--- src/rtl/core/mealy_feedback_bit_generator_unit_assert.svh ---
// Assertion macros used by the bit generator sequencer (mfbg_ctrl).
`ifndef MEALY_FEEDBACK_BIT_GENERATOR_UNIT_ASSERT_SVH
`define MEALY_FEEDBACK_BIT_GENERATOR_UNIT_ASSERT_SVH

// Same-cycle implication, sampled on clk, off while arst_n is low.
`define MFBG_ASSERT_IMP(lbl, ante, cons, msg) \
	lbl: assert property (@(posedge clk) disable iff (!arst_n) (ante) |-> (cons)) \
		else $error(msg);

// Next-cycle implication, sampled on clk, off while arst_n is low.
`define MFBG_ASSERT_NXT(lbl, ante, cons, msg) \
	lbl: assert property (@(posedge clk) disable iff (!arst_n) (ante) |=> (cons)) \
		else $error(msg);

`endif

--- src/rtl/core/mfbg_pkg.sv ---
// Shared constants, types and helpers of the feedback bit generator.
`timescale 1ns / 1ps

package mfbg_pkg;

	localparam int MAX_STATES  = 8;
	localparam int QUEUE_DEPTH = 64;
	localparam int MAX_OUT     = 64;

	localparam int STATE_W = 3;
	localparam int LEN_W   = 6;
	localparam int CNT_W   = $clog2(MAX_OUT + 1);
	localparam int QADDR_W = $clog2(QUEUE_DEPTH);
	localparam int QCNT_W  = $clog2(QUEUE_DEPTH + 1);
	localparam int CFG_IDX_W  = 3;
	localparam int CFG_DATA_W = 24;

	// register map
	localparam logic [CFG_IDX_W-1:0] REG_FIRST_BIT   = 3'd0;
	localparam logic [CFG_IDX_W-1:0] REG_START_STATE = 3'd1;
	localparam logic [CFG_IDX_W-1:0] REG_NS_ZERO     = 3'd2;
	localparam logic [CFG_IDX_W-1:0] REG_NS_ONE      = 3'd3;
	localparam logic [CFG_IDX_W-1:0] REG_RESP_LEN    = 3'd4;
	localparam logic [CFG_IDX_W-1:0] REG_RESP_FIRST  = 3'd5;
	localparam logic [CFG_IDX_W-1:0] REG_RESP_SECOND = 3'd6;

	// controller -> datapath
	typedef struct packed {
		logic start;
		logic emit_seed;
		logic pop;
		logic emit_first;
		logic emit_second;
	} mfbg_cmd_t;

	// datapath -> controller
	typedef struct packed {
		logic out_free;
		logic need_second;
		logic fin;
	} mfbg_sts_t;

	function automatic logic [STATE_W-1:0] clamp_state(input logic [STATE_W-1:0] s);
		logic [STATE_W:0] lim;
		lim = (STATE_W + 1)'(MAX_STATES);
		if ({1'b0, s} >= lim)
			return STATE_W'(MAX_STATES - 1);
		return s;
	endfunction

endpackage

--- src/rtl/core/mfbg_ctrl.sv ---
// Run sequencer of the feedback bit generator.
`timescale 1ns / 1ps
`include "mealy_feedback_bit_generator_unit_assert.svh"

module mfbg_ctrl
	import mfbg_pkg::*;
(
	input  logic       clk,
	input  logic       arst_n,
	input  logic       in_valid,
	output logic       in_stall,
	input  mfbg_sts_t  sts,
	output mfbg_cmd_t  cmd
);

	typedef enum logic [4:0] {
		ST_IDLE  = 5'b00001,
		ST_SEED  = 5'b00010,
		ST_RD    = 5'b00100,
		ST_EMIT0 = 5'b01000,
		ST_EMIT1 = 5'b10000
	} ctrl_state_t;

	ctrl_state_t state_q, state_d;

	always_ff @(posedge clk or negedge arst_n) begin
		if (!arst_n) begin
			state_q <= ST_IDLE;
		end else begin
			state_q <= state_d;
		end
	end

	assign in_stall = (state_q != ST_IDLE);

	always_comb begin
		state_d = state_q;
		cmd     = '0;
		case (state_q)
			ST_IDLE: begin
				if (in_valid) begin
					cmd.start = 1'b1;
					state_d   = ST_SEED;
				end
			end
			ST_SEED: begin
				if (sts.out_free) begin
					cmd.emit_seed = 1'b1;
					state_d       = sts.fin ? ST_IDLE : ST_RD;
				end
			end
			ST_RD: begin
				cmd.pop = 1'b1;
				state_d = ST_EMIT0;
			end
			ST_EMIT0: begin
				if (sts.out_free) begin
					cmd.emit_first = 1'b1;
					if (sts.need_second)
						state_d = ST_EMIT1;
					else
						state_d = sts.fin ? ST_IDLE : ST_RD;
				end
			end
			ST_EMIT1: begin
				if (sts.out_free) begin
					cmd.emit_second = 1'b1;
					state_d         = sts.fin ? ST_IDLE : ST_RD;
				end
			end
			default: begin
				state_d = ST_IDLE;
			end
		endcase
	end

	`MFBG_ASSERT_NXT(a_start_seed, state_q == ST_IDLE && in_valid, state_q == ST_SEED,
		"accepted request did not start with the seed")
	`MFBG_ASSERT_IMP(a_emit_free, cmd.emit_seed || cmd.emit_first || cmd.emit_second,
		sts.out_free, "emit while output register occupied")
	`MFBG_ASSERT_NXT(a_rd_emit, state_q == ST_RD, state_q == ST_EMIT0,
		"queue read not followed by response")
	`MFBG_ASSERT_NXT(a_second, state_q == ST_EMIT0 && sts.out_free && sts.need_second,
		state_q == ST_EMIT1, "two-bit response lost its second bit")

endmodule

--- src/rtl/core/mfbg_dpath.sv ---
// Datapath: config registers, bit queue, machine state, output register.
`timescale 1ns / 1ps

module mfbg_dpath
	import mfbg_pkg::*;
(
	input  logic                  clk,
	input  logic                  arst_n,
	input  mfbg_cmd_t             cmd,
	output mfbg_sts_t             sts,
	input  logic                  cfg_we,
	input  logic [CFG_IDX_W-1:0]  cfg_index,
	input  logic [CFG_DATA_W-1:0] cfg_data,
	input  logic [LEN_W-1:0]      length,
	output logic                  out_valid,
	input  logic                  out_stall,
	output logic                  bit_res,
	output logic                  last
);

	logic                  first_bit_q;
	logic [STATE_W-1:0]    start_state_q;
	logic [23:0]           ns_zero_q;
	logic [23:0]           ns_one_q;
	logic [15:0]           resp_len_q;
	logic [15:0]           resp_first_q;
	logic [15:0]           resp_second_q;

	logic [LEN_W-1:0]      len_q;
	logic [CNT_W-1:0]      n_q;
	logic [QADDR_W-1:0]    head_q;
	logic [QADDR_W-1:0]    tail_q;
	logic [QCNT_W-1:0]     qcnt_q;
	logic [STATE_W-1:0]    mstate_q;
	logic                  qmem_q [QUEUE_DEPTH];
	logic                  rd_bit_q;
	logic                  rd_empty_q;

	logic                  out_valid_q;
	logic                  bit_q;
	logic                  last_q;

	logic                  pop_bit;
	logic [STATE_W:0]      idx;
	logic                  two;
	logic                  r0;
	logic                  r1;
	logic [STATE_W-1:0]    nxt_state;
	logic [CNT_W-1:0]      n_inc;
	logic                  emit;
	logic                  emit_bit;
	logic                  emit_last;
	logic                  push;
	logic                  step_state;

	function automatic logic [QADDR_W-1:0] ptr_adv(input logic [QADDR_W-1:0] p);
		if (p == QADDR_W'(QUEUE_DEPTH - 1))
			return '0;
		return p + QADDR_W'(1);
	endfunction

	// table lookup for the current state and popped bit
	assign pop_bit   = rd_bit_q & ~rd_empty_q;
	assign idx       = {mstate_q, pop_bit};
	assign two       = resp_len_q[idx];
	assign r0        = resp_first_q[idx];
	assign r1        = resp_second_q[idx];
	assign nxt_state = clamp_state(pop_bit ? ns_one_q[mstate_q*3 +: 3]
	                                       : ns_zero_q[mstate_q*3 +: 3]);

	assign n_inc           = n_q + CNT_W'(1);
	assign sts.out_free    = ~out_valid_q | ~out_stall;
	assign sts.need_second = two & (n_inc < CNT_W'(MAX_OUT));
	assign sts.fin         = (n_inc >= CNT_W'(len_q)) | (n_inc >= CNT_W'(MAX_OUT));

	assign emit = cmd.emit_seed | cmd.emit_first | cmd.emit_second;

	always_comb begin
		emit_bit  = r1;
		emit_last = sts.fin;
		if (cmd.emit_seed) begin
			emit_bit = first_bit_q;
		end else if (cmd.emit_first) begin
			emit_bit  = r0;
			emit_last = sts.fin & ~sts.need_second;
		end
	end

	assign push       = emit & (qcnt_q < QCNT_W'(QUEUE_DEPTH));
	assign step_state = cmd.emit_second | (cmd.emit_first & ~sts.need_second);

	// config registers
	always_ff @(posedge clk or negedge arst_n) begin
		if (!arst_n) begin
			first_bit_q   <= 1'b0;
			start_state_q <= '0;
			ns_zero_q     <= '0;
			ns_one_q      <= '0;
			resp_len_q    <= '0;
			resp_first_q  <= '0;
			resp_second_q <= '0;
		end else if (cfg_we) begin
			case (cfg_index)
				REG_FIRST_BIT:   first_bit_q   <= cfg_data[0];
				REG_START_STATE: start_state_q <= cfg_data[STATE_W-1:0];
				REG_NS_ZERO:     ns_zero_q     <= cfg_data[23:0];
				REG_NS_ONE:      ns_one_q      <= cfg_data[23:0];
				REG_RESP_LEN:    resp_len_q    <= cfg_data[15:0];
				REG_RESP_FIRST:  resp_first_q  <= cfg_data[15:0];
				REG_RESP_SECOND: resp_second_q <= cfg_data[15:0];
				default: ;
			endcase
		end
	end

	// run counters, queue pointers, machine state
	always_ff @(posedge clk or negedge arst_n) begin
		if (!arst_n) begin
			len_q      <= '0;
			n_q        <= '0;
			head_q     <= '0;
			tail_q     <= '0;
			qcnt_q     <= '0;
			mstate_q   <= '0;
			rd_empty_q <= 1'b0;
		end else begin
			if (cmd.start) begin
				len_q    <= length;
				n_q      <= '0;
				head_q   <= '0;
				tail_q   <= '0;
				qcnt_q   <= '0;
				mstate_q <= clamp_state(start_state_q);
			end
			if (emit) begin
				n_q <= n_inc;
			end
			if (push) begin
				tail_q <= ptr_adv(tail_q);
				qcnt_q <= qcnt_q + QCNT_W'(1);
			end
			if (cmd.pop) begin
				rd_empty_q <= (qcnt_q == '0);
				if (qcnt_q != '0) begin
					head_q <= ptr_adv(head_q);
					qcnt_q <= qcnt_q - QCNT_W'(1);
				end
			end
			if (step_state) begin
				mstate_q <= nxt_state;
			end
		end
	end

	// bit queue storage, registered read
	always_ff @(posedge clk) begin
		if (push) begin
			qmem_q[tail_q] <= emit_bit;
		end
		if (cmd.pop) begin
			rd_bit_q <= qmem_q[head_q];
		end
	end

	// output register
	always_ff @(posedge clk or negedge arst_n) begin
		if (!arst_n) begin
			out_valid_q <= 1'b0;
		end else if (emit) begin
			out_valid_q <= 1'b1;
		end else if (!out_stall) begin
			out_valid_q <= 1'b0;
		end
	end

	always_ff @(posedge clk) begin
		if (emit) begin
			bit_q  <= emit_bit;
			last_q <= emit_last;
		end
	end

	assign out_valid = out_valid_q;
	assign bit_res   = bit_q;
	assign last      = last_q;

endmodule

--- src/rtl/core/mealy_feedback_bit_generator_unit.sv ---
// Top level of the self-feeding table-driven bit generator.
`timescale 1ns / 1ps

// Usage:
//   Input channel (in_valid / in_stall / length): one word requests a run of
//   length bits. in_stall is high while a run is in progress.
//   Output channel (out_valid / out_stall / bit_res / last): one word per
//   generated bit, last set on the final bit of the run. A run of length L
//   yields L or L+1 words (only the seed when L is 0 or 1).
//   Config channel (cfg_valid / cfg_ready / cfg_index / cfg_data): cfg_ready
//   is always high; write only while no run is in flight.
// Timing:
//   The seed bit is loaded into the output register from the seed state,
//   which follows an accepted request. Each later response passes through
//   a queue read state, needed by the registered read port of the bit
//   queue, and then an emit state for each response bit. A new request is
//   taken the cycle after the last bit is loaded into the output register.
// Reset:
//   arst_n clears all config registers, the machine state and the output
//   valid. The queue is restarted at every run, so it needs no clearing.
// Stall:
//   out_stall freezes the output word; the sequencer waits with it.

module mealy_feedback_bit_generator_unit
	import mfbg_pkg::*;
(
	input  logic                  clk,
	input  logic                  arst_n,
	input  logic                  in_valid,
	output logic                  in_stall,
	input  logic [LEN_W-1:0]      length,
	output logic                  out_valid,
	input  logic                  out_stall,
	output logic                  bit_res,
	output logic                  last,
	input  logic                  cfg_valid,
	output logic                  cfg_ready,
	input  logic [CFG_IDX_W-1:0]  cfg_index,
	input  logic [CFG_DATA_W-1:0] cfg_data
);

	mfbg_cmd_t cmd;
	mfbg_sts_t sts;

	// registers are plain flops
	assign cfg_ready = 1'b1;

	// sequencer: seed, then read / respond until the run is complete
	mfbg_ctrl u_ctrl (
		.clk      (clk),
		.arst_n   (arst_n),
		.in_valid (in_valid),
		.in_stall (in_stall),
		.sts      (sts),
		.cmd      (cmd)
	);

	// tables, queue, counters and output word
	mfbg_dpath u_dpath (
		.clk       (clk),
		.arst_n    (arst_n),
		.cmd       (cmd),
		.sts       (sts),
		.cfg_we    (cfg_valid & cfg_ready),
		.cfg_index (cfg_index),
		.cfg_data  (cfg_data),
		.length    (length),
		.out_valid (out_valid),
		.out_stall (out_stall),
		.bit_res   (bit_res),
		.last      (last)
	);

endmodule

--- config.mk ---
export PLATFORM = sky130hd
export DESIGN_NAME = mealy_feedback_bit_generator_unit
export DESIGN_NICKNAME = d
export VERILOG_FILES = /design/src/rtl/core/mfbg_pkg.sv /design/src/rtl/core/mfbg_ctrl.sv /design/src/rtl/core/mfbg_dpath.sv /design/src/rtl/core/mealy_feedback_bit_generator_unit.sv
export VERILOG_INCLUDE_DIRS = /design/src /design/src/rtl/core
export SDC_FILE = /design/constraint.sdc
export NUM_CORES = 1
export LEC_CHECK = 0
export BUFFER_PORTS_ARGS = -buffer_cell sky130_fd_sc_hd__buf_2
export CORE_UTILIZATION = 27
export CTS_BUF_LIST = sky130_fd_sc_hd__clkbuf_2 sky130_fd_sc_hd__clkbuf_4 sky130_fd_sc_hd__clkbuf_8
export DETAILED_ROUTE_END_ITERATION = 6
export PLACE_DENSITY = 0.37
export SYNTH_ARGS = -nofsm -noshare
export SYNTH_HDL_FRONTEND = slang
export SYNTH_SLANG_ARGS = --single-unit
--- constraint.sdc ---
create_clock -name clk -period 7.6 [get_ports clk]
set_input_delay 0.38 -clock clk [delete_from_list [all_inputs] [get_ports clk]]
set_output_delay 0.38 -clock clk [all_outputs]
set_load 0.005 [all_outputs]
Yosys cells after proc, flatten, opt, wreduce, memory -nomap -nowiden
Memories as Yosys holds them, arrays and structs flattened. A register that Yosys moved wholly into a read port is not among the register bits.
Cells that the tools add are included.
- $add $sub $neg: 5
- multiply operators: 1
- divide/modulo/power cells: 0
- $lt $le $gt $ge: 5
- eq/ne operators: 18
- shift operators: 2
- muxes and demuxes: 50
- bitwise logic cells: 14
- reduce and logical (&&, ||, !) cells: 15
- operators by type and width (operator ; count):
    $mux W6 ; 9
    $shiftx A24 B6 Y3 ; 2
    $mux W7 ; 6
    $mux W1 ; 23
    $mux W5 ; 4
    $pmux W5 S4 ; 1
    $add A7 B1 Y7 const B ; 2
    $lt A7 B7 Y1 const B ; 2
    $reduce_and A2 Y1 ; 7
    $add A6 B1 Y6 const B ; 2
    $bmux W1 S4 ; 3
    $eq A6 B6 Y1 const B ; 2
    $mux W3 ; 4
    $eq A3 B3 Y1 const B ; 3
    $ge A7 B6 Y1 ; 1
    $ge A7 B7 Y1 const B ; 1
    $logic_not A7 Y1 ; 1
    $reduce_bool A7 Y1 ; 1
    $sub A7 B1 Y7 const B ; 1
    $eq A3 B2 Y1 const B ; 2
    $reduce_bool A2 Y1 ; 3
    $and A1 B1 Y1 ; 5
    $eq A5 B1 Y1 const B ; 1
    $eq A5 B2 Y1 const B ; 1
    14 further kinds ; 23
- register bits: 144
- bits in latches: 0
- memory bits (writable): 64
- bits in read-only memories: 0
- output and inout port bits: 5
- memories: 1
- memories (memory ; words ; width ; rd ports ; clocked after memory_dff ; wr ports ; RTL line ; source):
    u_dpath.qmem_q ; 64 ; 1 ; 1 ; 1 ; 1 ; mfbg_dpath.sv:35 ; logic qmem_q [QUEUE_DEPTH];

Depth between registers and ports, before layout
Gate-level depths: netlist (run 1).
- depth in word-level cells: 10
- depth in mapped cells: 9
- gate-level depth less buffers: 8

Cells and area by module
From an unflattened synthesis (run 1), not the netlist that was laid out.
- cell total of the unflattened synthesis: 747
- area, all modules: 9975.8 um2
- by module, submodules not included (module ; times used ; cells an instance ; area each (um2)):
    mfbg_dpath ; 1 ; 695 ; 9510.4
    mfbg_ctrl ; 1 ; 50 ; 454.2
    mealy_feedback_bit_generator_unit ; 1 ; 2 ; 11.3

Worst setup path before layout (run 1)
No wires, ideal clock.
- path type: register to register
- start: reg u_ctrl.state_q[4]
- end: reg u_dpath.bit_q, in the netlist u_dpath.bit_res (data pin)
- library setup time: 1021 ps
- arrival: 5670 ps
- data required time: 6579 ps
- slack: 909 ps
- stages on the path, launching flop included: 5
- path buffers: 1
- clock period less this slack: 6691 ps
- cell sequence: dfrtp_1 > buf_2 > a2111oi_0 > nand3b_1 > o311ai_0
- cells in the longest elaborated chain, start to end: 4
- elaborated cells between the ends (all ways): 6
- classes of those cells: eq/ne (2); mux (4)
- RTL lines (item ; RTL line ; source):
    start: declaration ; mfbg_ctrl.sv:24 ; ctrl_state_t state_q, state_d;
    start signal: assignment ; mfbg_ctrl.sv:30 ; state_q <= state_d;
    $eq A5 B4 Y1 ; mfbg_ctrl.sv:39 ; case (state_q)
    $mux W1 ; mfbg_ctrl.sv:39 ;
    $mux W1 ; mfbg_dpath.sv:83 ; end else if (cmd.emit_first) begin
    $mux W1 (*) ; mfbg_dpath.sv:81 ; if (cmd.emit_seed) begin
    via u_dpath.emit_bit ; mfbg_dpath.sv:51 ; logic emit_bit;
    end signal: assignment ; mfbg_dpath.sv:178 ; bit_q <= emit_bit;
    end: declaration ; mfbg_dpath.sv:40 ; logic bit_q;
The timed path passes the listed nets; every way through them passes the cells marked *.
A chain may end at the register's enable or synchronous reset.

Worst setup path in the final report (run 1)
- start: reg u_ctrl.state_q[1]
- end: mem u_dpath.qmem_q[6] (enable)
- cells in the longest elaborated chain, start to end: 7
- elaborated cells between the ends (all ways): 11
- classes of those cells: eq/ne (3); mux (5); bitwise (3)
- RTL lines (item ; RTL line ; source):
    $eq A5 B2 Y1 / $eq A5 B4 Y1 (equally long branches) ; mfbg_ctrl.sv:39 ;
    $mux W1 ; mfbg_ctrl.sv:39 ;
    $or A1 B1 Y1 ; mfbg_dpath.sv:76 ; assign emit = cmd.emit_seed | cmd.emit_first | cmd.emit_second;
    $or A1 B1 Y1 (*) ; mfbg_dpath.sv:76 ;
    $and A1 B1 Y1 (*) ; mfbg_dpath.sv:89 ; assign push = emit & (qcnt_q < QCNT_W'(QUEUE_DEPTH));
    $mux W1 (*) ; mfbg_dpath.sv:157 ; if (push) begin
    $mux W1 (not written as such) (*) ; mfbg_dpath.sv:158 ; qmem_q[tail_q] <= emit_bit;
    end: declaration ; mfbg_dpath.sv:35 ;
Every way passes the cells marked *; elsewhere a longest branch is shown, timed or not.

==> metrics.txt, run 1 <==
status=finished, violations left; violated checks=DRC; CTS tree=built; Root Driver=clkbuf_8; hold crit path type=in2reg; GP Congestion=between 0.7 and 0.8; crit path buf inv count=0; fin cells=1286; num ports=43; highest clock rate=320.5 MHz; Setup Fix Bufs, Post-CTS=0; drt wl/cell=~19 um; Die Span X=192.8 um; reg2reg path depth=5; register area share after synthesis=56.65%; synth unique cells=64; number of CTS-inserted buffers=41; GR Overflow Total=0; total of max-cap violations=0; Post-Synth Adder-Cell Area=around 1.4%; WP depth=5; Worst path slowest cell=nor2_1; Synth area leaders=dfrtp_1 (36%), edfxtp_1 (20%), mux2_2 (12%); Post-route DRC=8; Compound-Gate Fraction of Synth Area=5.310%; Top FF cell, synth=dfrtp_1; Worst Path Arrival=3370 ps; layout cells sized above 1=around 34%; cell count after synthesis=~730; Crit path largest cell delay=780 ps; nets=around 840; Avg Cell Area, Syn=13.40 um^2; number of nets still failing antenna checks after routing=0; crit path from=u_ctrl.state_q[1]$_DFFE_PN0P_; Setup WS pre-CTS=4524 ps; Pre-Repair DR Iteration Count=6; final clock skew=42.86 ps; crit path cell chain=o21ai_0 -> o2111ai_2 -> nor2_1 -> nand4b_1 -> nor2_1; # port buffers=41; DP HPWL=15900 um; max-slew violations=0; kind of critical path=reg2reg; largest family of logic cells by synthesized area=multiplexers; setup_tns=0 ps; core box area=35660 um^2; Worst path top cell family by delay=simple AND/OR/NAND/NOR gates; Setup crit end=u_dpath.qmem_q[6]$_DFFE_PP_; Vias/cell=4.827; Mapped Area=a little under 10000 um^2; most used cell, CP=nor2_1; DRT iter0 DRCs=225; share of the synthesized area in the top cell type=roughly 36%; Ys Warns=0; Fin. Hold Viols=0; gr usage total=13.90%; switching share of power=between 30% and 40%; final period utilization=41.06%; area leader, netlist=dfrtp_1; first-pass GRT wire length=between 30000 and 40000 um; Pint=2565 uW; initial antenna violation count=3; Total Routed Length=24730 um; Reg power frac=42.5%; number of synthesized flops with an enable pin=67; Lkg Pwr=0.004571 uW; VDD IR max=0.0001216 V; initial core utilization=around 28%; H-tree depth=2; Comb power frac=25.8%; num rows=69; register bit total from synthesis=~210; xor and xnor area share after synthesis=0.8914%; fin worst setup slack=4480 ps; Area Overhead vs Synth=16.59%; Post-Synth Simple-Gate Area=10.03%; slew margin rel.=25.14%; Crit. End Element=flop; unrepaired setup endpoints after global routing=false; Clock power frac=31.7%; net switching power=between 1000 and 1500 uW; Net Count, Synth=782; die height=192.8 um; CTS sink cnt=209; post-synthesis mux area share=22.97%; Least-Margin Pin Slew=approximately 1100 ps; Worst EP required=roughly 7900 ps; worst skew pair latency=580 ps; pin count of the biggest net entering global routing=79; min Tclk post-route=3120 ps; FF-to-FF End=u_dpath.qmem_q[6]$_DFFE_PP_; CP Max Fanout=15; Pwr per Cell Area=about 330 nW/um^2; clock slew at reported path FFs=60 ps; setup violators final=0; Worst setup SP type=flop; CTS Buffer Depth=3; dpl cells=1200; reg2reg setup slack=about 4500 ps; total number of vias=about 6200; Die ar.=37160 um^2; vias in the first global route=6573; reg-to-reg startpoint=u_ctrl.state_q[1]$_DFFE_PN0P_; Synth async-reset ratio=roughly 68%
-- cells in the mapped netlist (5+ instances only) --
library cell and count:
dfrtp_1 141, mux2_2 102, nor2_1 92, edfxtp_1 67, nand2_1 52, mux4_2 40
clkbuf_1 27, nand3_1 22, o21ai_0 19, inv_1 14, mux2i_1 14, a21oi_1 11
ha_1 11, a21o_1 8, buf_2 7, xor2_1 7, and3_1 5, buf_1 5
nor3b_1 5, o211ai_1 5
-- routing by layer --
metal | GRT usage [%] | routed length [um]
met1 | 19.63 | 11780
met2 | 20.72 | 10920
met3 | 3.019 | 1352
met4 | 5.118 | 652
met5 | 0 | 27
-- worst register-to-register path: cells and delay by family, from the launching register on --
kind	cells	cell delay [ps]
AOI/OAI and AO/OA	2	730
and+or+nand+nor	3	1580
DFF	1	480
-- worst min path at each step --
stage            startpoint                                to  cells after the start
5_1_grt        cfg_data[20]  u_dpath.ns_one_q[20]$_DFFE_PN0P_                      2
6_report          length[1]      u_dpath.len_q[1]$_DFFE_PN0P_                      3
3_3_place_gp         arst_n       u_dpath.head_q[3]$_DFF_PN0_                      1
4_1_cts        cfg_data[20]  u_dpath.ns_one_q[20]$_DFFE_PN0P_                      2
3_5_place_dp         arst_n       u_dpath.head_q[0]$_DFF_PN0_                      1
2_1_floorplan        arst_n     u_ctrl.state_q[1]$_DFFE_PN0P_                      0
-- stage by stage --
step | hold WS, ps | util [%] | area [um^2] | total power, uW
6_report | 36.28 | 32.13 | 11460 | 3735
5_1_grt | 16.93 | 32.12 | 11450 | 3964
3_5_place_dp | 482.0 | 29.41 | 10490 | 2587
2_1_floorplan | 84.41 | - | 9826 | 2287
4_1_cts | 1.631 | 32.12 | 11450 | 3801
3_3_place_gp | 465.6 | 29.41 | 10490 | 2547
-- timing repair --
action / 4_1_cts / 5_1_grt
hold buffers: 10 / 0
resized for setup: 0 / 0
endpoints found under the hold margin: 86 / 0
-- cells by family after synthesis --
logic type	count (synthesis)
multiplexers	159
flip-flops	209
AND/OR/NAND/NOR	213
XOR/XNOR	10
AO/OA/AOI/OAI	72
adder cells (fa/ha/maj)	11
other	1
buffers and inverters	58
-- power groups by stage --
stage               combinational, uW  clock (uW)  sequential [uW]
finish                            964        1180             1590
global route                     1070        1280             1610
CTS                               989        1230             1590
detailed placement                983           0             1600
global placement                  955           0             1590
floorplan                         705           0             1580
-- cells in the final DEF, fill, tap and decap left out, types with 3 or more instances in the layout --
| cell type | n |
|---|---|
| clkbuf_8 | 48 |
| ha_1 | 11 |
| nor3_1 | 3 |
| dlygate4sd3_1 | 10 |
| inv_1 | 14 |
| nand3_1 | 22 |
| nor3b_1 | 4 |
| a31oi_1 | 4 |
| nand4_1 | 3 |
| nand3b_1 | 4 |
| o211ai_1 | 5 |
| or3_1 | 3 |
| xor2_1 | 7 |
| nor2b_1 | 3 |
| mux2_2 | 102 |
| a21oi_1 | 11 |
| mux4_2 | 40 |
| nand2b_1 | 3 |
| o21ai_0 | 19 |
| xnor2_1 | 3 |
| buf_4 | 9 |
| nand2_1 | 52 |
| edfxtp_1 | 67 |
| nand4b_1 | 4 |
| nor4_1 | 3 |
| dfrtp_1 | 141 |
| mux2i_1 | 14 |
| clkinv_2 | 4 |
| clkbuf_4 | 20 |
| a21o_1 | 8 |
| buf_2 | 40 |
| nor2_1 | 92 |
| and3_1 | 5 |
-- final cells by class --
type                            count  area [um^2]
Clock inverter                      7        56.30
Multi-Input combinational cell    466         4011
Inverter                           14        52.55
Tap cell                          461        576.8
Clock buffer                       68        810.8
Sequential cell                   209         5567
Fill cell                        3572        24200
Antenna cell                        1        2.502
Timing Repair Buffer               60        379.1
-- state kept, by name, indices dropped and copies added, names as in the netlist, 5 cells and up --
register               cells
u_dpath.qmem_q            64
u_dpath.ns_one_q          24
u_dpath.ns_zero_q         24
u_dpath.resp_first_q      16
u_dpath.resp_len_q        16
u_dpath.resp_second_q     16
u_dpath.n_q                7
u_dpath.qcnt_q             7
u_dpath.head_q             6
u_dpath.len_q              6
u_dpath.tail_q             6
u_ctrl.state_q             5
No activity file was read; power rests on OpenSTA's default activity.
==> inputs of run 2 (changes only) <==
- clock period: 7.6 -> 3.02 ns (I/O delays scaled with it)
==> metrics.txt, run 2 (same netlist as run 1, synthesis figures left out) <==
final period utilization=89.20% (+48 points); nets=877 (+4.3%); unrepaired setup endpoints after global routing=false; num rows=69 (unchanged); worst skew pair latency=550 ps (-30 ps); Post-route DRC=8 (unchanged); most common cell after layout, fill and taps aside=dfrtp_1; PostCTS Resize Cnt=0 (unchanged); Pwr per Cell Area=794.6 nW/um^2 (+140%); Total Routed Length=24450 um (-1.1%); Setup WS pre-CTS=334.1 ps (-4190 ps); Worst Path Arrival=3030 ps (-340 ps); vias in the first global route=6480 (-1.4%); reg2reg path depth=7 (+2); kind of critical path=reg2reg; FF-to-FF End=u_dpath.bit_res$_DFFE_PN_; die height=192.8 um (unchanged); crit path from=u_ctrl.state_q[4]$_DFFE_PN0P_; initial core utilization=27.56% (unchanged); Vias/cell=4.754 (-1.5%); num ports=43 (unchanged); DP HPWL=16290 um (+2.4%); Die ar.=37160 um^2 (unchanged); hold crit path type=in2reg; final clock skew=25.00 ps (-17.85 ps); pin count of the biggest net entering global routing=72 (-8.9%); Setup crit end=u_dpath.bit_res$_DFFE_PN_; total number of vias=6261 (+0.85%); WHS=44.95 ps (+8.664 ps); Setup Fix Bufs, Post-CTS=0 (unchanged); Least-Margin Pin Slew=1001 ps (-119.0 ps); violated checks=DRC; Area Overhead vs Synth=19.61%; CTS tree=built; layout cells sized above 1=33.29% (-1.1 points); Reg with most FFs=u_dpath.qmem_q; fin worst setup slack=326.1 ps (-4153 ps); core box area=35660 um^2 (unchanged); CTS sink cnt=209 (unchanged); DRT iter0 DRCs=364 (+62%); ant diodes=0 (-1); slew margin rel.=32.94% (+7.8 points); initial antenna violation count=2 (-1); GR Overflow Total=0 (unchanged); CTS Buffer Depth=3 (unchanged); min Tclk post-route=2694 ps (-426.6 ps); first-pass GRT wire length=38290 um (-0.39%); register area=5567 um^2 (unchanged); commonest non-fill, non-tap cells in the layout=dfrtp_1 (141), mux2_2 (102), nor2_1 (92), edfxtp_1 (67), nand2_1 (52); highest clock rate=371.2 MHz (+16%); Worst setup SP type=flop; reg-to-reg startpoint=u_ctrl.state_q[4]$_DFFE_PN0P_; number of CTS-inserted buffers=41 (unchanged); max reg flops=64 (unchanged); max-slew violations=0 (unchanged); Post-Route Utilization=32.96% (+0.83 points); reg2reg setup slack=330 ps (-4150 ps); CP Max Fanout=65 (+50); Lkg Pwr=0.004695 uW (+2.7%); Root Driver=clkbuf_8; Pre-Repair DR Iteration Count=7 (+1); Fin. Hold Viols=0 (unchanged); drt wl/cell=18.56 um (-3.5%); setup violators final=0 (unchanged); H-tree depth=2 (unchanged); VDD IR max=0.0004401 V (+260%); total of max-cap violations=0 (unchanged); clock slew at reported path FFs=60 ps (about the same); # port buffers=41 (unchanged); Top Registers=u_dpath.qmem_q x64, u_dpath.ns_one_q x24, u_dpath.ns_zero_q x24; GP Congestion=0.7447 (-2.0%); setup_tns=0 ps (unchanged); Die Span X=192.8 um (unchanged); area of the multi-input gates=4021 um^2 (+0.25%); Fillers=3536 (-1.0%); dpl cells=1214 (+1.2%); Worst EP required=3350 ps (-4500 ps); number of nets still failing antenna checks after routing=0 (unchanged); fin cells=1317 (+2.4%); Crit. End Element=flop; status=finished, violations left; gr usage total=13.69% (-0.20 points)
[run 2: cell types whose count changed in the layout (fill, tap and decap cells not counted), sizes merged]
cell / before / now
clkinvlp: 0 / 2
inv: 16 / 14
dlygate4sd3: 10 / 32
clkinv: 5 / 11
clkbuf: 68 / 57
diode: 1 / 0
buf: 50 / 64
bufinv: 0 / 1
[run 2: report_power, final]
group / leakage, uW / switching (uW) / internal [uW]
registers: 0.00237 / 362 / 3680
clock network: 0.000415 / 1210 / 1580
logic: 0.00191 / 1300 / 1210
total: 0.00469 / 2870 / 6460
[run 2: worst min-delay path by stage]
stage | startpoint | endpoint | slack, ps | cells past startpoint
detailed placement | arst_n | u_dpath.head_q[0]$_DFF_PN0_ | 230 | 1
global placement | arst_n | u_dpath.head_q[0]$_DFF_PN0_ | 220 | 1
global route | in_valid | u_dpath.head_q[2]$_DFF_PN0_ | 40 | 4
finish | in_valid | u_dpath.head_q[2]$_DFF_PN0_ | 40 | 4
floorplan | arst_n | u_ctrl.state_q[1]$_DFFE_PN0P_ | -140 | 0
CTS | in_valid | u_dpath.head_q[2]$_DFF_PN0_ | 30 | 4
[run 2: stage by stage]
| step | cell area (um^2) | power [uW] |
|---|---|---|
| 2_1_floorplan | 9843 | 5725 |
| 3_3_place_gp | 10640 | 6562 |
| 3_5_place_dp | 10640 | 6618 |
| 4_1_cts | 11750 | 9516 |
| 5_1_grt | 11750 | 9916 |
| 6_report | 11750 | 9338 |
[run 2: timing repair]
action | in CTS | in global routing
endpoints found under the hold margin | 174 | 0
hold buffers | 32 | 0
setup endpoints to repair | 0 | 0
[run 2: cell type report]
cell class              instances  share of cell area [%]
repair buffers                 96                   6.313
flip-flops and latches        209                   47.37
multi-input cells             466                   34.22
clock inverters                14                  0.7665
inverters                      14                  0.4471
clock buffers                  57                   5.983
well taps                     461                   4.908
[run 2: routing by layer]
metal,track usage (%),vias to the layer above,part of all wire (%)
li1,-,2900,-
met1,19.59,3199,50
met2,20.71,121,45
met3,2.764,41,3.8
met4,4.058,0,1.9
met5,0,-,0
[run 2: critical path, stage by stage, from the launching register on]
cell       delay (ps)
dfrtp_1           500
a2111oi_0         490
buf_4             210
nand3b_1          340
nor3_1            350
a21oi_1           160
o311ai_4          130
buf_12            270
==> inputs of run 3 (changes only) <==
- PLACE_DENSITY: 0.37 -> 0.38
==> metrics.txt, run 3 (same netlist as run 1, synthesis figures left out) <==
initial antenna violation count=1 (-1); final period utilization=88.93% (-0.27 points); Fillers=3532 (-0.11%); Lkg Pwr=0.004753 uW (+1.2%); Crit path largest cell delay=560 ps (+60 ps); status=finished, violations left; number of nets still failing antenna checks after routing=0 (unchanged); core box area=35660 um^2 (unchanged); Total Routed Length=24770 um (+1.3%); max reg flops=64 (unchanged); num rows=69 (unchanged); kind of critical path=reg2reg; total length of routed met3 wires=1062 um (+13%); total number of vias=6339 (+1.2%); drt wl/cell=18.73 um (+0.93%); Area Overhead vs Synth=20.36%; Vias/cell=4.795 (+0.86%); setup violators final=0 (unchanged); CTS tree=built; Worst path slowest cell=mux4_2; most common cell after layout, fill and taps aside=dfrtp_1; Crit. End Element=flop; Fin. Hold Viols=0 (unchanged); highest clock rate=372.4 MHz (+0.31%); gr usage total=14.18% (+0.49 points); Setup Fix Bufs, Post-CTS=0 (unchanged); crit path cell chain=nand2b_4 -> mux4_2 -> mux4_2 -> nand2_1 -> o311ai_4 -> buf_4; CTS Buffer Depth=3 (unchanged); layout cells sized above 1=34.19% (+0.89 points); Die Span X=192.8 um (unchanged); DR top layer=met5; commonest non-fill, non-tap cells in the layout=dfrtp_1 (141), mux2_2 (102), nor2_1 (92), edfxtp_1 (67), nand2_1 (52); worst skew pair latency=560 ps (about the same); initial core utilization=27.56% (unchanged); GP Congestion=0.7365 (-1.1%); DRT iter0 DRCs=319 (-12%); reg2reg setup slack=330 ps (about the same); # port buffers=41 (unchanged); hold crit path type=in2reg; max-slew violations=0 (unchanged); slew margin rel.=29.89% (-3.0 points); min Tclk post-route=2686 ps (-8.297 ps); Top Registers=u_dpath.qmem_q x64, u_dpath.ns_one_q x24, u_dpath.ns_zero_q x24; final clock skew=23.85 ps (-1.150 ps); CP Max Fanout=65 (unchanged); placed inst area=10630 um^2 (about the same); nets=879 (+0.23%); first-pass GRT wire length=39430 um (+3.0%); WHS=69.93 ps (+24.98 ps); die height=192.8 um (unchanged); Reg with most FFs=u_dpath.qmem_q; Pwr per Cell Area=804.1 nW/um^2 (+1.2%); number of CTS-inserted buffers=40 (-2.4%); DP HPWL=16580 um (+1.8%); H-tree depth=2 (unchanged); most used cell, CP=mux4_2; Worst setup SP type=flop; Worst Path Arrival=2900 ps (-130 ps); num ports=43 (unchanged); Die ar.=37160 um^2 (unchanged); Worst EP required=3230 ps (-120 ps); DR WL met2=11540 um (+5.6%); met1 WL=11600 um (-4.3%); vias in the first global route=6849 (+5.7%); Finished Cell Area=11830 um^2 (+0.63%); violated checks=DRC; CTS sink cnt=209 (unchanged); Least-Margin Pin Slew=1046 ps (+45.44 ps); total of max-cap violations=0 (unchanged); unrepaired setup endpoints after global routing=false; pin count of the biggest net entering global routing=66 (-8.3%); Root Driver=clkbuf_8; setup_tns=0 ps (unchanged); clock slew at reported path FFs=60 ps (about the same); Pre-Repair DR Iteration Count=6 (-1); GR Overflow Total=0 (unchanged); VDD IR max=0.0002958 V (-33%); Post-route DRC=8 (unchanged)
==> run 3: cell count changes in the layout (fill, tap and decap cells not counted), sizes merged <==
| cell | change |
|---|---|
| buf | +2 |
| bufinv | +1 |
| clkbuf | +3 |
| clkinv | -1 |
| clkinvlp | -2 |
| diode | +1 |
| dlygate4sd3 | +1 |
==> run 3: final timing paths <==
kind                                               from  cells after the start                                    to
setup / recovery             u_dpath.rd_bit_q$_DFFE_PN_                      6          u_dpath.qmem_q[13]$_DFFE_PP_
hold / removal                             cfg_index[2]                      3       u_dpath.first_bit_q$_DFFE_PN0P_
setup reg to reg             u_dpath.rd_bit_q$_DFFE_PN_                      6          u_dpath.qmem_q[13]$_DFFE_PP_
hold reg to reg            u_dpath.len_q[0]$_DFFE_PN0P_                      2          u_dpath.len_q[0]$_DFFE_PN0P_
max in group asynchronous                        arst_n                      3  u_dpath.resp_first_q[13]$_DFFE_PN0P_
min in group asynchronous                        arst_n                      2           u_dpath.head_q[0]$_DFF_PN0_
==> run 3: cell type report <==
| type | count | area [um^2] | area share (%) |
|---|---|---|---|
| multi-input cells | 466 | 4021 | 34.00 |
| flip-flops and latches | 209 | 5567 | 47.07 |
| diodes | 1 | 2.502 | 0.02116 |
| repair buffers | 99 | 742.0 | 6.274 |
| clock inverters | 12 | 107.6 | 0.9099 |
| inverters | 14 | 52.55 | 0.4444 |
| well taps | 461 | 576.8 | 4.877 |
| clock buffers | 60 | 757.0 | 6.401 |
==> run 3: worst max-delay path, delay by kind of cell, from the launching register on <==
kind	cells	cell delay, ps
compound gates	1	80
buf+inv	1	320
flops	1	410
mux	2	1050
simple gates	2	440
==> run 3: per-stage QoR <==
step / cells / total power [uW] / setup slack (ps) / util, %
6_report: 1322 / 9509 / 334.4 / 33.17
5_1_grt: 1321 / 10100 / 184.6 / 33.16
4_1_cts: 1321 / 9701 / 255.1 / 33.16
3_5_place_dp: 1216 / 6574 / 281.0 / 29.81
3_3_place_gp: 1216 / 6505 / 342.7 / 29.81
2_1_floorplan: 733 / 5725 / 118.6 / -
==> run 3: power breakdown <==
| group | switching [uW] | internal [uW] |
|---|---|---|
| Sequential | 338 | 3680 |
| Clock | 1230 | 1770 |
| Combinational | 1330 | 1150 |
| Total | 2900 | 6610 |
==> run 3: routing by layer <==
layer  GRT usage [%]  vias to the layer above
met5               0                        -
met4           5.058                        2
met3           3.073                       43
met2           22.15                      123
met1           19.24                     3276
li1                -                     2895
==> run 3: what timing repair did <==
action | CTS | global route
gates resized for setup | 0 | 0
hold endpoints to repair | 165 | 0
hold buffers | 33 | 0
